File: config.mk
export PLATFORM = sky130hd
export DESIGN_NAME = csv_line_field_splitter
export DESIGN_NICKNAME = d
export VERILOG_FILES = /design/src/design/csvlfs_pkg.sv /design/src/design/csv_line_field_splitter.sv
export SDC_FILE = /design/constraint.sdc
export NUM_CORES = 1
export LEC_CHECK = 0
export BUFFER_PORTS_ARGS = -buffer_cell sky130_fd_sc_hd__buf_2
export CORE_MARGIN = 1
export CORE_UTILIZATION = 60
export DETAILED_ROUTE_END_ITERATION = 7
export GPL_ROUTABILITY_DRIVEN = 0
export PLACE_DENSITY_LB_ADDON = 0.15
export SLEW_MARGIN = 25
export SYNTH_ARGS = -nofsm -noshare
export SYNTH_HDL_FRONTEND = slang
export SYNTH_SLANG_ARGS = --single-unit
File: constraint.sdc
create_clock -name clock -period 3 [get_ports clock]
set_clock_uncertainty 0.1 [all_clocks]
set_input_delay 0.15 -clock clock [delete_from_list [all_inputs] [get_ports clock]]
set_output_delay 0.15 -clock clock [all_outputs]
set_load 0.02 [all_outputs]
File: src/design/csvlfs_pkg.sv
// Package for the CSV line field splitter.
// Holds sizes, byte codes, the sequencer state type and the blank test.
// No dependencies.
`default_nettype none

package csvlfs_pkg;

   localparam int MAX_FIELDS = 16;
   localparam int FIELD_LEN  = 64;

   localparam int CNT_W  = (FIELD_LEN > 2) ? $clog2(FIELD_LEN) : 1;
   localparam int DEPTH  = 1 << CNT_W;
   localparam int IDX_W  = (MAX_FIELDS > 1) ? $clog2(MAX_FIELDS) : 1;

   localparam int BYTE_W = 8;
   localparam int FNUM_W = 4;
   localparam int OFFS_W = 6;
   localparam int NF_W   = 5;

   localparam logic [BYTE_W-1:0] CH_NUL   = 8'h00;
   localparam logic [BYTE_W-1:0] CH_LF    = 8'h0A;
   localparam logic [BYTE_W-1:0] CH_CR    = 8'h0D;
   localparam logic [BYTE_W-1:0] CH_QUOTE = 8'h22;
   localparam logic [BYTE_W-1:0] CH_COMMA = 8'h2C;
   localparam logic [BYTE_W-1:0] CH_SPACE = 8'h20;
   localparam logic [BYTE_W-1:0] CH_TAB   = 8'h09;

   typedef enum logic [1:0] {
      ST_IDLE,
      ST_READ,
      ST_LOAD
   } state_type;

   function automatic logic is_blank(input logic [BYTE_W-1:0] c);
      return (c == CH_SPACE) || ((c >= CH_TAB) && (c <= CH_CR));
   endfunction

endpackage

`default_nettype wire

File: src/design/csv_line_field_splitter.sv
// CSV line field splitter: takes one line byte per request and emits trimmed fields.
// Depends on csvlfs_pkg.
// Timing: an ordinary byte is taken while idle; a field close stalls requests while the field is
// walked out of the store, a store read then an output load per emitted result, and only an
// output load for an empty field. Results held by rsp_stall extend the walk.
// Throughput: one request per cycle while idle; a field close stalls requests until every result
// of the field is loaded, with a store read and an output load in turn for each non-empty result.
// Reset: synchronous, active high; clears control state. The field store is not cleared.
`default_nettype none

module csv_line_field_splitter (
   input  wire logic                          clock,
   input  wire logic                          reset,
   input  wire logic                          req_valid,
   output      logic                          req_stall,
   input  wire logic [csvlfs_pkg::BYTE_W-1:0] req_line_byte,
   output      logic                          rsp_valid,
   input  wire logic                          rsp_stall,
   output      logic [csvlfs_pkg::BYTE_W-1:0] rsp_out_char,
   output      logic [csvlfs_pkg::FNUM_W-1:0] rsp_field_number,
   output      logic [csvlfs_pkg::OFFS_W-1:0] rsp_char_offset,
   output      logic                          rsp_field_is_empty,
   output      logic                          rsp_field_done,
   output      logic                          rsp_row_done,
   output      logic [csvlfs_pkg::NF_W-1:0]   rsp_row_fields
);

   localparam int CW = csvlfs_pkg::CNT_W;
   localparam int IW = csvlfs_pkg::IDX_W;
   localparam int BW = csvlfs_pkg::BYTE_W;

   logic [BW-1:0] store_mem [csvlfs_pkg::DEPTH];
   logic [BW-1:0] rdata_ff;

   csvlfs_pkg::state_type state_ff, state_in;

   logic [CW-1:0] count_ff, count_in;
   logic [IW-1:0] idx_ff, idx_in;
   logic          quoted_ff, quoted_in;
   logic          skip_ff, skip_in;
   logic          any_ff, any_in;
   logic [CW-1:0] lo_ff, lo_in;
   logic [CW-1:0] hi_ff, hi_in;

   logic [CW-1:0] ptr_ff, ptr_in;
   logic [CW-1:0] base_ff, base_in;
   logic [CW-1:0] end_ff, end_in;
   logic          empty_ff, empty_in;
   logic          last_ff, last_in;
   logic [csvlfs_pkg::FNUM_W-1:0] fnum_ff, fnum_in;
   logic [csvlfs_pkg::NF_W-1:0]   nf_ff, nf_in;

   logic                          ovalid_ff, ovalid_in;
   logic [BW-1:0]                 ochar_ff, ochar_in;
   logic [csvlfs_pkg::FNUM_W-1:0] ofnum_ff, ofnum_in;
   logic [csvlfs_pkg::OFFS_W-1:0] ooffs_ff, ooffs_in;
   logic                          oempty_ff, oempty_in;
   logic                          ofdone_ff, ofdone_in;
   logic                          ordone_ff, ordone_in;
   logic [csvlfs_pkg::NF_W-1:0]   onf_ff, onf_in;

   logic          req_fire;
   logic          out_free;
   logic          load_out;
   logic          start_emit;
   logic          field_end;
   logic          wr_en;
   logic          is_eol;
   logic [CW:0]   count_inc;
   logic [IW:0]   idx_inc;

   assign req_fire  = req_valid && !req_stall;
   assign out_free  = !ovalid_ff || !rsp_stall;
   assign is_eol    = (req_line_byte == csvlfs_pkg::CH_NUL) ||
                      (req_line_byte == csvlfs_pkg::CH_LF)  ||
                      (req_line_byte == csvlfs_pkg::CH_CR);
   assign count_inc = {1'b0, count_ff} + (CW+1)'(1);
   assign idx_inc   = {1'b0, idx_ff} + (IW+1)'(1);
   assign field_end = empty_ff || ((ptr_ff + CW'(1)) == end_ff);

   // next state
   always_comb begin
      state_in = state_ff;
      case (state_ff)
         csvlfs_pkg::ST_IDLE: begin
            if (start_emit) begin
               state_in = (!any_ff) ? csvlfs_pkg::ST_LOAD : csvlfs_pkg::ST_READ;
            end
         end
         csvlfs_pkg::ST_READ: begin
            state_in = csvlfs_pkg::ST_LOAD;
         end
         csvlfs_pkg::ST_LOAD: begin
            if (out_free) begin
               state_in = field_end ? csvlfs_pkg::ST_IDLE : csvlfs_pkg::ST_READ;
            end
         end
         default: begin
            state_in = csvlfs_pkg::ST_IDLE;
         end
      endcase
   end

   // control outputs
   always_comb begin
      req_stall = 1'b1;
      load_out  = 1'b0;
      case (state_ff)
         csvlfs_pkg::ST_IDLE: begin
            req_stall = 1'b0;
         end
         csvlfs_pkg::ST_READ: begin
            req_stall = 1'b1;
         end
         csvlfs_pkg::ST_LOAD: begin
            load_out = out_free;
         end
         default: begin
            req_stall = 1'b1;
         end
      endcase
   end

   // request decode and field bookkeeping
   always_comb begin
      count_in   = count_ff;
      idx_in     = idx_ff;
      quoted_in  = quoted_ff;
      skip_in    = skip_ff;
      any_in     = any_ff;
      lo_in      = lo_ff;
      hi_in      = hi_ff;
      ptr_in     = ptr_ff;
      base_in    = base_ff;
      end_in     = end_ff;
      empty_in   = empty_ff;
      last_in    = last_ff;
      fnum_in    = fnum_ff;
      nf_in      = nf_ff;
      start_emit = 1'b0;
      wr_en      = 1'b0;

      if (req_fire) begin
         if (skip_ff) begin
            if (is_eol) begin
               skip_in = 1'b0;
            end
         end else if (is_eol) begin
            start_emit = 1'b1;
            last_in    = 1'b1;
            nf_in      = csvlfs_pkg::NF_W'(idx_inc);
            count_in   = '0;
            idx_in     = '0;
            quoted_in  = 1'b0;
            any_in     = 1'b0;
         end else if (req_line_byte == csvlfs_pkg::CH_QUOTE) begin
            quoted_in = !quoted_ff;
         end else if ((req_line_byte == csvlfs_pkg::CH_COMMA) && !quoted_ff) begin
            start_emit = 1'b1;
            count_in   = '0;
            any_in     = 1'b0;
            if (idx_inc >= (IW+1)'(csvlfs_pkg::MAX_FIELDS)) begin
               last_in   = 1'b1;
               nf_in     = csvlfs_pkg::NF_W'(csvlfs_pkg::MAX_FIELDS);
               skip_in   = 1'b1;
               idx_in    = '0;
               quoted_in = 1'b0;
            end else begin
               last_in = 1'b0;
               nf_in   = '0;
               idx_in  = IW'(idx_inc);
            end
         end else if (count_inc < (CW+1)'(csvlfs_pkg::FIELD_LEN)) begin
            wr_en    = 1'b1;
            count_in = CW'(count_inc);
            if (!csvlfs_pkg::is_blank(req_line_byte)) begin
               hi_in  = CW'(count_inc);
               any_in = 1'b1;
               if (!any_ff) begin
                  lo_in = count_ff;
               end
            end
         end
      end

      if (start_emit) begin
         ptr_in   = lo_ff;
         base_in  = lo_ff;
         end_in   = hi_ff;
         empty_in = !any_ff;
         fnum_in  = csvlfs_pkg::FNUM_W'(idx_ff);
      end else if (load_out && !field_end) begin
         ptr_in = ptr_ff + CW'(1);
      end
   end

   // result register
   always_comb begin
      ovalid_in = ovalid_ff;
      ochar_in  = ochar_ff;
      ofnum_in  = ofnum_ff;
      ooffs_in  = ooffs_ff;
      oempty_in = oempty_ff;
      ofdone_in = ofdone_ff;
      ordone_in = ordone_ff;
      onf_in    = onf_ff;
      if (load_out) begin
         ovalid_in = 1'b1;
         ochar_in  = empty_ff ? '0 : rdata_ff;
         ofnum_in  = fnum_ff;
         ooffs_in  = empty_ff ? '0 : csvlfs_pkg::OFFS_W'(ptr_ff - base_ff);
         oempty_in = empty_ff;
         ofdone_in = field_end;
         ordone_in = last_ff;
         onf_in    = nf_ff;
      end else if (!rsp_stall) begin
         ovalid_in = 1'b0;
      end
   end

   always_ff @(posedge clock) begin
      if (wr_en) begin
         store_mem[count_ff] <= req_line_byte;
      end
      rdata_ff <= store_mem[ptr_ff];
   end

   always_ff @(posedge clock) begin
      if (reset) begin
         state_ff  <= csvlfs_pkg::ST_IDLE;
         count_ff  <= '0;
         idx_ff    <= '0;
         quoted_ff <= 1'b0;
         skip_ff   <= 1'b0;
         any_ff    <= 1'b0;
         ovalid_ff <= 1'b0;
      end else begin
         state_ff  <= state_in;
         count_ff  <= count_in;
         idx_ff    <= idx_in;
         quoted_ff <= quoted_in;
         skip_ff   <= skip_in;
         any_ff    <= any_in;
         ovalid_ff <= ovalid_in;
      end
   end

   always_ff @(posedge clock) begin
      lo_ff     <= lo_in;
      hi_ff     <= hi_in;
      ptr_ff    <= ptr_in;
      base_ff   <= base_in;
      end_ff    <= end_in;
      empty_ff  <= empty_in;
      last_ff   <= last_in;
      fnum_ff   <= fnum_in;
      nf_ff     <= nf_in;
      ochar_ff  <= ochar_in;
      ofnum_ff  <= ofnum_in;
      ooffs_ff  <= ooffs_in;
      oempty_ff <= oempty_in;
      ofdone_ff <= ofdone_in;
      ordone_ff <= ordone_in;
      onf_ff    <= onf_in;
   end

   assign rsp_valid          = ovalid_ff;
   assign rsp_out_char       = ochar_ff;
   assign rsp_field_number   = ofnum_ff;
   assign rsp_char_offset    = ooffs_ff;
   assign rsp_field_is_empty = oempty_ff;
   assign rsp_field_done     = ofdone_ff;
   assign rsp_row_done       = ordone_ff;
   assign rsp_row_fields     = onf_ff;

endmodule

`default_nettype wire

; After elaboration in Yosys (flattened, before gate mapping)
; Memories as Yosys holds them, arrays and structs flattened. A register that Yosys moved wholly into a read port is not among the register bits.
; Cells that the tools add are included.
[classes]
n_reduce_logical = 28
bitwise = 6
div = 0
n_eq_ne = 13
n_addsub = 4
n_shift = 0
muxes = 53
n_mul = 0
order_cmp = 4
[ops]
columns = operator, count
row1 = $mux W6, 6
row2 = $mux W1, 35
row3 = $eq A8 B6 Y1 const B, 3
row4 = $mux W5, 4
row5 = $eq A8 B4 Y1 const B, 2
row6 = $mux W4, 4
row7 = $reduce_and A4 Y1, 3
row8 = $reduce_bool A3 Y1, 3
row9 = $ge A8 B4 Y1 const B, 1
row10 = $le A8 B4 Y1 const B, 1
row11 = $logic_not A8 Y1, 1
row12 = $reduce_and A8 Y1, 1
row13 = $add A6 B1 Y7 const B, 1
row14 = $lt A7 B7 Y1 const B, 1
row15 = $reduce_and A7 Y1, 1
row16 = $add A6 B1 Y6 const B, 1
row17 = $eq A6 B6 Y1, 1
row18 = $mux W2, 3
row19 = $ne A2 B2 Y1 const B, 3
row20 = $not A1 Y1, 6
row21 = $pmux W2 S3, 1
row22 = $sub A6 B6 Y6, 1
row23 = $add A4 B1 Y5 const B, 1
row24 = $ge A5 B5 Y1 const B, 1
row25 = other kinds (11), 23
[word_totals]
latchBits = 0
ram_bits = 512
rom_bits = 0
mem_count = 1
regBits = 83
input_bits = 12
wordCells = 132
output_inout_bits = 28
[memory_table]
columns = memory, words, word_bits, rd, rd_ports_with_merged_regs, write_ports, line_no
row1 = store_mem, 64, 8, 1, 1, 1, csv_line_field_splitter.sv:32  ; logic [BW-1:0] store_mem [csvlfs_pkg::DEPTH];

; Longest topological paths before layout
; Gate-level depths: netlist of the first run.
[depth]
depth_word = 10
mapped_depth = 12
depth_no_buf = 8

; Worst setup path after synthesis of the first run
; Ideal clock, no wire load.
[synth_timing]
path_kind = flip-flop to flip-flop
from = register state_ff[1]
to = memory store_mem[37][0] in the netlist's numbering (enable)
path_buffers = 0
stages_incl_launch_ff = 7
arrival_ps = 2233
setup_time_ps = 370
period_less_slack_ps = 2704
slack_ps = 296
t_required_ps = 2530
cell_sequence = dfxtp_1 or4b_1 a221oi_2 o211ai_1 nor2_1 nand3b_1 nor2_1
[synth_between]
elab_chain_cells = 5
[synth_lines]
columns = element, line_no
row1 = "start, declared", csv_line_field_splitter.sv:35  ; csvlfs_pkg::state_type state_ff, state_in;
row2 = "start signal, assigned", csv_line_field_splitter.sv:230  ; state_ff <= csvlfs_pkg::ST_IDLE;
row3 = "start signal, assigned", csv_line_field_splitter.sv:238  ; state_ff <= state_in;
row4 = $logic_not A2 Y1, csv_line_field_splitter.sv:108  ; case (state_ff)
row5 = $logic_and A1 B1 Y1, csv_line_field_splitter.sv:72  ; assign req_fire = req_valid && !req_stall;
row6 = $mux W1, csv_line_field_splitter.sv:143  ; if (req_fire) begin
row7 = $mux W1, csv_line_field_splitter.sv:222  ; if (wr_en) begin
row8 = $mux W1 (not written as such), csv_line_field_splitter.sv:223  ; store_mem[count_ff] <= req_line_byte;
row9 = "end, declared", csv_line_field_splitter.sv:32
; No other way between the ends.

==> impl_results.md, run 1 <==
- Drt first pass iters: 5
- Grt total ovfl: 0
- Wire length per cell: about 26 um
- CTS Buffer Depth: 3
- CTS sink cnt: between 600 and 700
- Initial antenna violation count: 0
- CP startpoint kind: flop
- Synth Net Count: 1,304
- Ys async rst share: 0%
- Total GRT Usage: a little over a quarter
- Worst skew pair latency: around 620 ps
- # rows: 72
- Peak VDD IR: slightly below 600 uV
- Crit path DAT: roughly 3300 ps
- Critical path peak fanout: 10
- Post-DP HPWL: 32.5 mm
- Max-slew violation count: 0
- FILL cells: between 2,000 and 2,500
- RSZ-0062 raised after global routing: true
- Worst slew pin tran: between 800 and 900 ps
- Nets@finish: approximately 1,500
- Largest net degree at the start of global routing: 65
- Gate Count Post-Synth: approximately 1,300
- Post-synthesis sequential area ratio: 75.4%
- I/O pin count: 40
- Vias: around 12,000
- Clk slew on worst S/H paths: around 70 ps
- Placed cells: 1,885
- Final ANT Viol Nets: 0
- Setup slack, reg-to-reg: about 83 ps
- Non-Filler Instances: 2,002
- Via density: roughly 6.2
- Hold slack final: about 84 ps
- Crit path kind: reg -> reg
- Leak pwr: roughly 9.1 nW
- EDFF count, synth: about 580
- Die width: around 200 um
- Total CTS buffers: between 50 and 60
- CTS H-tree depth: 2
- Synth Area per Inst: about 18 um2
- Area of the multi-input gates: ~0.0055 mm2
- Fin Setup TNS: 0 ps
- Worst hold path stage count: 5
- Hold Crit Class: in -> reg
- Status: complete, no violations
- Final period utilization: 97.2%
- Max Cap Violations: 0
- Die span in y: between 200 and 250 um
- Worst hold start: req_line_byte[7]
- Root Driver: clkbuf_16
- Sequential Area: between 0.015 and 0.02 mm2
- Die area: about 0.04 mm2
- Buffers on Ports: 39
- Hold endpoint: quoted_ff
- 1st-iter DRT viols: ~1,300
- Antenna fix cells: 0
- RR Endpoint: rdata_ff[1]
- CTS tree: yes
- Min cycle time layout: just under 3000 ps
- Synth warn: 0
- Cell variety after synth: between 50 and 60
- Max Freq: around 340 MHz
- Area delta synth->final: 14.0%
- DRC viols: 0
- Slew HR: a little under half
- Final setup viols: 0
- Synth Cell Area: 0.0237 mm2
- Final Hold Fails: 0
- Vias in the first global route: about 12,000
- Initial Util: between 60% and 70%
- Path depth of the worst reg2reg path: 5
- Flops & latches, synth: between 600 and 700
- PD cells: between 600 and 700 mW/mm2
- Top_reg_cell synth: edfxtp_1
- Placed Area: 0.0252 mm2
- R2R Path Start: ptr_ff[1]
- Layout cells sized above 1: about a quarter
- Core Box Area: ~0.039 mm2
- Worst Setup End Kind: flop
- Routed wire length: 51.9 mm
- Worst EP required: between 3000 and 4000 ps
- Global-route wire length before repair: ~79 mm
- Fin area: roughly 0.027 mm2
-- stage by stage --
stage          util (%)  setup WS (ps)  total power [mW]
3_3_place_gp       64.8            162              9.79
3_5_place_dp       64.8            136              9.80
4_1_cts            69.5            137              16.4
2_1_floorplan         -            296              9.56
6_report           69.5           83.2              16.3
5_1_grt            69.5          -60.9              16.7
-- cell type report --
cell class / count / share of cell area (%)
Clock inverter: 32 / 0.667
Tap cell: 518 / 2.40
Multi-Input combinational cell: 596 / 20.3
Inverter: 20 / 0.278
Clock buffer: 74 / 5.68
Sequential cell: 603 / 66.2
Timing Repair Buffer: 159 / 4.49
-- worst max path at each step --
stage,from,endpoint,slack [ps],cells past startpoint
2_1_floorplan,state_ff[1],store_mem[37][0],300,6
3_3_place_gp,ptr_ff[1],rdata_ff[2],160,6
3_5_place_dp,skip_ff,store_mem[57][3],140,6
4_1_cts,skip_ff,store_mem[58][6],140,6
5_1_grt,skip_ff,store_mem[57][3],-60,6
6_report,ptr_ff[1],rdata_ff[1],80,5
-- sequential cells by signal, indices dropped and copies added (netlist names), 2 cells and up --
name and count:
rdata_ff 8, rsp_row_fields 5, state_ff 2, rsp_out_char 8, count_ff 6, ptr_ff 6, lo_ff 6, hi_ff 6
end_ff 6, rsp_field_number 4, nf_ff 5, fnum_ff 4, rsp_char_offset 6, base_ff 6, idx_ff 4, store_mem 512
-- Yosys cell counts, drive strengths merged (2+ instances only) --
cell type,count,area (um2)
nand4b,2,23.8
buf,29,139
nor4b,3,32.5
a221oi,9,85.1
inv,19,71.3
nor2b,11,68.8
or4b,2,20.0
nand3b,6,45.0
a211oi,2,15.0
ha,8,100
mux2,16,180
mux2i,65,651
and2,3,18.8
o21ai,20,111
edfxtp,579,17400
xor2,9,78.8
xnor2,11,96.3
or3,6,37.5
clkbuf,35,131
nor3,5,25.0
nand3,19,95.1
nand2,48,188
nor2,148,556
a21oi,24,124
o22ai,32,200
nand2b,5,31.3
and4b,2,20.0
or2,4,25.0
o311ai,8,70.1
or4,3,26.3
dfxtp,24,480
mux4,104,2340
a211o,8,70.1
-- layer usage --
metal  track usage, %  up-vias  share of wire (%)
met5                0        -                  0
met4             8.23        0                2.8
met3             3.75       87                7.7
met2             40.6      575                 47
met1             41.0     6335                 43
li1                 -     5404                  -
-- report_power, final --
part / leakage [nW] / switching [mW] / total [mW] / internal (mW)
Sequential: 5.42 / 0.0176 / 9.27 / 9.26
Clock: 0.842 / 3.00 / 6.67 / 3.67
Combinational: 2.83 / 0.265 / 0.362 / 0.0968
Total: 9.09 / 3.28 / 16.3 / 13.0
-- cells in the final DEF (no fill, tap or decap), drive strengths merged, types with 9 or more instances in the layout --
cell type	synthesis	final
a21oi	24	24
a221oi	9	9
buf	29	148
clkbuf	35	74
clkinv	1	30
dfxtp	24	24
dlygate4sd3	0	11
edfxtp	579	579
inv	19	20
mux2	16	16
mux2i	65	65
mux4	104	104
nand2	48	48
nand3	19	19
nor2	148	148
nor2b	11	11
o21ai	20	20
o22ai	32	32
xnor2	11	11
xor2	9	9
-- logic make-up (layout without fill, tap and decap cells) --
group                    count (synthesis)  after routing  share of synthesized area [%]
AO/OA/AOI/OAI                          109            109                           3.04
XOR/XNOR                                22             22                          0.935
adder cells (fa/ha/maj)                  9              9                          0.507
buffers and inverters                   84            285                           1.46
flip-flops                             603            603                           75.4
multiplexers                           185            185                           13.4
AND/OR/NAND/NOR                        271            271                           5.23
-- critical path, cell delays in order (launching register included) --
cell      delay (ps)
edfxtp_1         750
clkinv_1         530
nand2_1          380
o22ai_1          150
o311ai_0         560
o22ai_1          280
-- timing repair --
action / CTS / global route
resized for setup: 0 / 2
endpoints found under the hold margin: 58 / 0
hold buffers: 11 / 0
buffers inserted: 0 / 0
setup endpoints to repair: 0 / 40
Power figures use the tool's default switching activity.
==> run 2: changes to the inputs <==
CELL_PAD_IN_SITES_DETAIL_PLACEMENT = 0   (was default)
CELL_PAD_IN_SITES_GLOBAL_PLACEMENT = 1   (was default)
CORE_UTILIZATION = 55   (was 60)
==> impl_results.md, run 2 (synthesis gave the netlist of run 1 again) <==
- Fin util: 64.9% (-4.6 points)
- Grt total ovfl: 0 (unchanged)
- FILL cells: 2,898 (+17%)
- Hold Crit Class: in -> reg
- Placed cells: 1,900 (+0.80%)
- Clk slew on worst S/H paths: 70 ps (about the same)
- Worst EP required: 3130 ps (-210 ps)
- Worst setup slack after layout: 149 ps (+66.1 ps)
- Area delta synth->final: 15.7%
- Die width: 210 um (+4.4%)
- Vias in the first global route: 12,400 (+0.29%)
- Non-Filler Instances: 2,019 (+0.85%)
- Max Freq: 351 MHz (+2.3%)
- Total GRT Usage: 25.0% (-1.8 points)
- 1st-iter DRT viols: 878 (-34%)
- Core Box Area: 0.0422 mm2 (+8.8%)
- Post-DP HPWL: 33.3 mm (+2.5%)
- Worst skew pair latency: 620 ps (about the same)
- RSZ-0062 raised after global routing: true
- Buffers on Ports: 39 (unchanged)
- Antenna fix cells: 0 (unchanged)
- Vias: 12,000 (-3.2%)
- Grt peak-use layer: met2
- Final Hold Fails: 0 (unchanged)
- PD cells: 646 mW/mm2 (+7.0%)
- Final period utilization: 95.0% (-2.2 points)
- CTS tree: yes
- Fin Setup TNS: 0 ps (unchanged)
- CTS sink cnt: 603 (unchanged)
- CTS H-tree depth: 2 (unchanged)
- Initial Util: 56.1% (-4.9 points)
- Routed wire length: 52.5 mm (+1.0%)
- Top reg by flops: store_mem
- Final ANT Viol Nets: 0 (unchanged)
- I/O pin count: 40 (unchanged)
- Crit path DAT: 2980 ps (-280 ps)
- Initial antenna violation count: 2 (+2)
- Critical path peak fanout: 8 (-2)
- Max reg flops: 512 (unchanged)
- Status: complete, no violations
- # rows: 75 (+4.2%)
- Root Driver: clkbuf_16
- Max-slew violation count: 0 (unchanged)
- Final Power: 17.7 mW (+8.6%)
- CP startpoint kind: flop
- Worst slack, placed: 127 ps (-9.30 ps)
- GR met3 Demand/Resource: 4.89% (+1.1 points)
- Layout cells sized above 1: 25.4% (+1.3 points)
- Nets@finish: 1,454 (-0.34%)
- Total CTS buffers: 59 (+1.7%)
- CTS Buffer Depth: 3 (unchanged)
- Min cycle time layout: 2850 ps (-66.1 ps)
- Most frequent cells in the layout: edfxtp_1 (579), nor2_1 (142), mux4_2 (104), buf_4 (96), mux2i_1 (65)
- DRC viols: 0 (unchanged)
- Final setup viols: 0 (unchanged)
- Slew HR: 42.3% (-2.9 points)
- Worst Setup End Kind: flop
- Max Cap Violations: 0 (unchanged)
- Met1 GRT Util: 35.6% (-5.4 points)
- Global-route wire length before repair: 79.2 mm (+0.62%)
- Crit path kind: reg -> reg
- Met2 usage: 39.7% (-0.88 points)
- Commonest non-fill, non-tap cell in the layout: edfxtp_1
- Drt first pass iters: 5 (unchanged)
- Die area: 0.0439 mm2 (+9.0%)
- Wire length per cell: 26.0 um (+0.20%)
- Leak pwr: 9.26 nW (+1.9%)
- Die span in y: 210 um (+4.4%)
- Peak VDD IR: 660 uV (+14%)
- Worst slew pin tran: 862 ps (+42.8 ps)
- Largest net degree at the start of global routing: 65 (unchanged)
- Via density: 5.94 (-4.0%)
==> run 2: cell count changes in the layout (fill, tap and decap cells not counted), sizes merged <==
cell	previous run	this run
bufinv	1	14
inv	20	19
clkinv	30	29
buf	148	142
clkbuf	74	65
==> run 2: worst max-delay path, stage by stage (launching register included) <==
cell,delay (ps)
dfxtp_1,320
or4b_1,590
a21oi_1,190
and2b_1,250
nand2_1,290
nor2_1,720
==> run 2: path summary, 6_finish.rpt <==
kind,start,to,slack (ps),depth (start not counted)
worst min register to register,nf_ff[1],rsp_row_fields[1],320,0
worst max register to register,skip_ff,store_mem[27][2],150,5
worst max-delay path,skip_ff,store_mem[27][2],150,5
worst min-delay path,req_line_byte[6],quoted_ff,100,5
==> run 2: final cells by class <==
cell class                 instances  area (um2)  area share, %
sequential                       603       17900           65.2
multi-input combinational        596        5490           20.0
clock buffer                      65        1550           5.66
timing repair buffer             153        1170           4.25
tap                              539         674           2.46
clock inverter                    43         587           2.14
inverter                          20        75.1          0.274
==> run 2: repair_timing <==
action,in CTS,in global routing
hold endpoints to repair,69,0
setup endpoints to repair,0,80
resized for setup,0,6
buffers inserted,0,0
hold buffers,11,0
==> run 2: power by group <==
group	internal [mW]	leakage (nW)	total, mW	switching [mW]
registers	9.25	5.42	9.27	0.0162
logic	0.104	2.79	0.381	0.277
clock network	4.92	1.05	8.06	3.13
total	14.3	9.26	17.7	3.43
==> run 2: per-stage QoR <==
step,hold slack (ps),area (um2)
finish,102,27400
global route,111,27400
CTS,69.0,27400
detailed placement,305,25200
global placement,302,25200
floorplan,149,23700
==> run 2: routing by layer <==
metal | wire (um) | part of all wire, %
met1 | 22600 | 43
met2 | 25200 | 48
met3 | 3400 | 6.5
met4 | 1320 | 2.5
met5 | 26 | 0.050
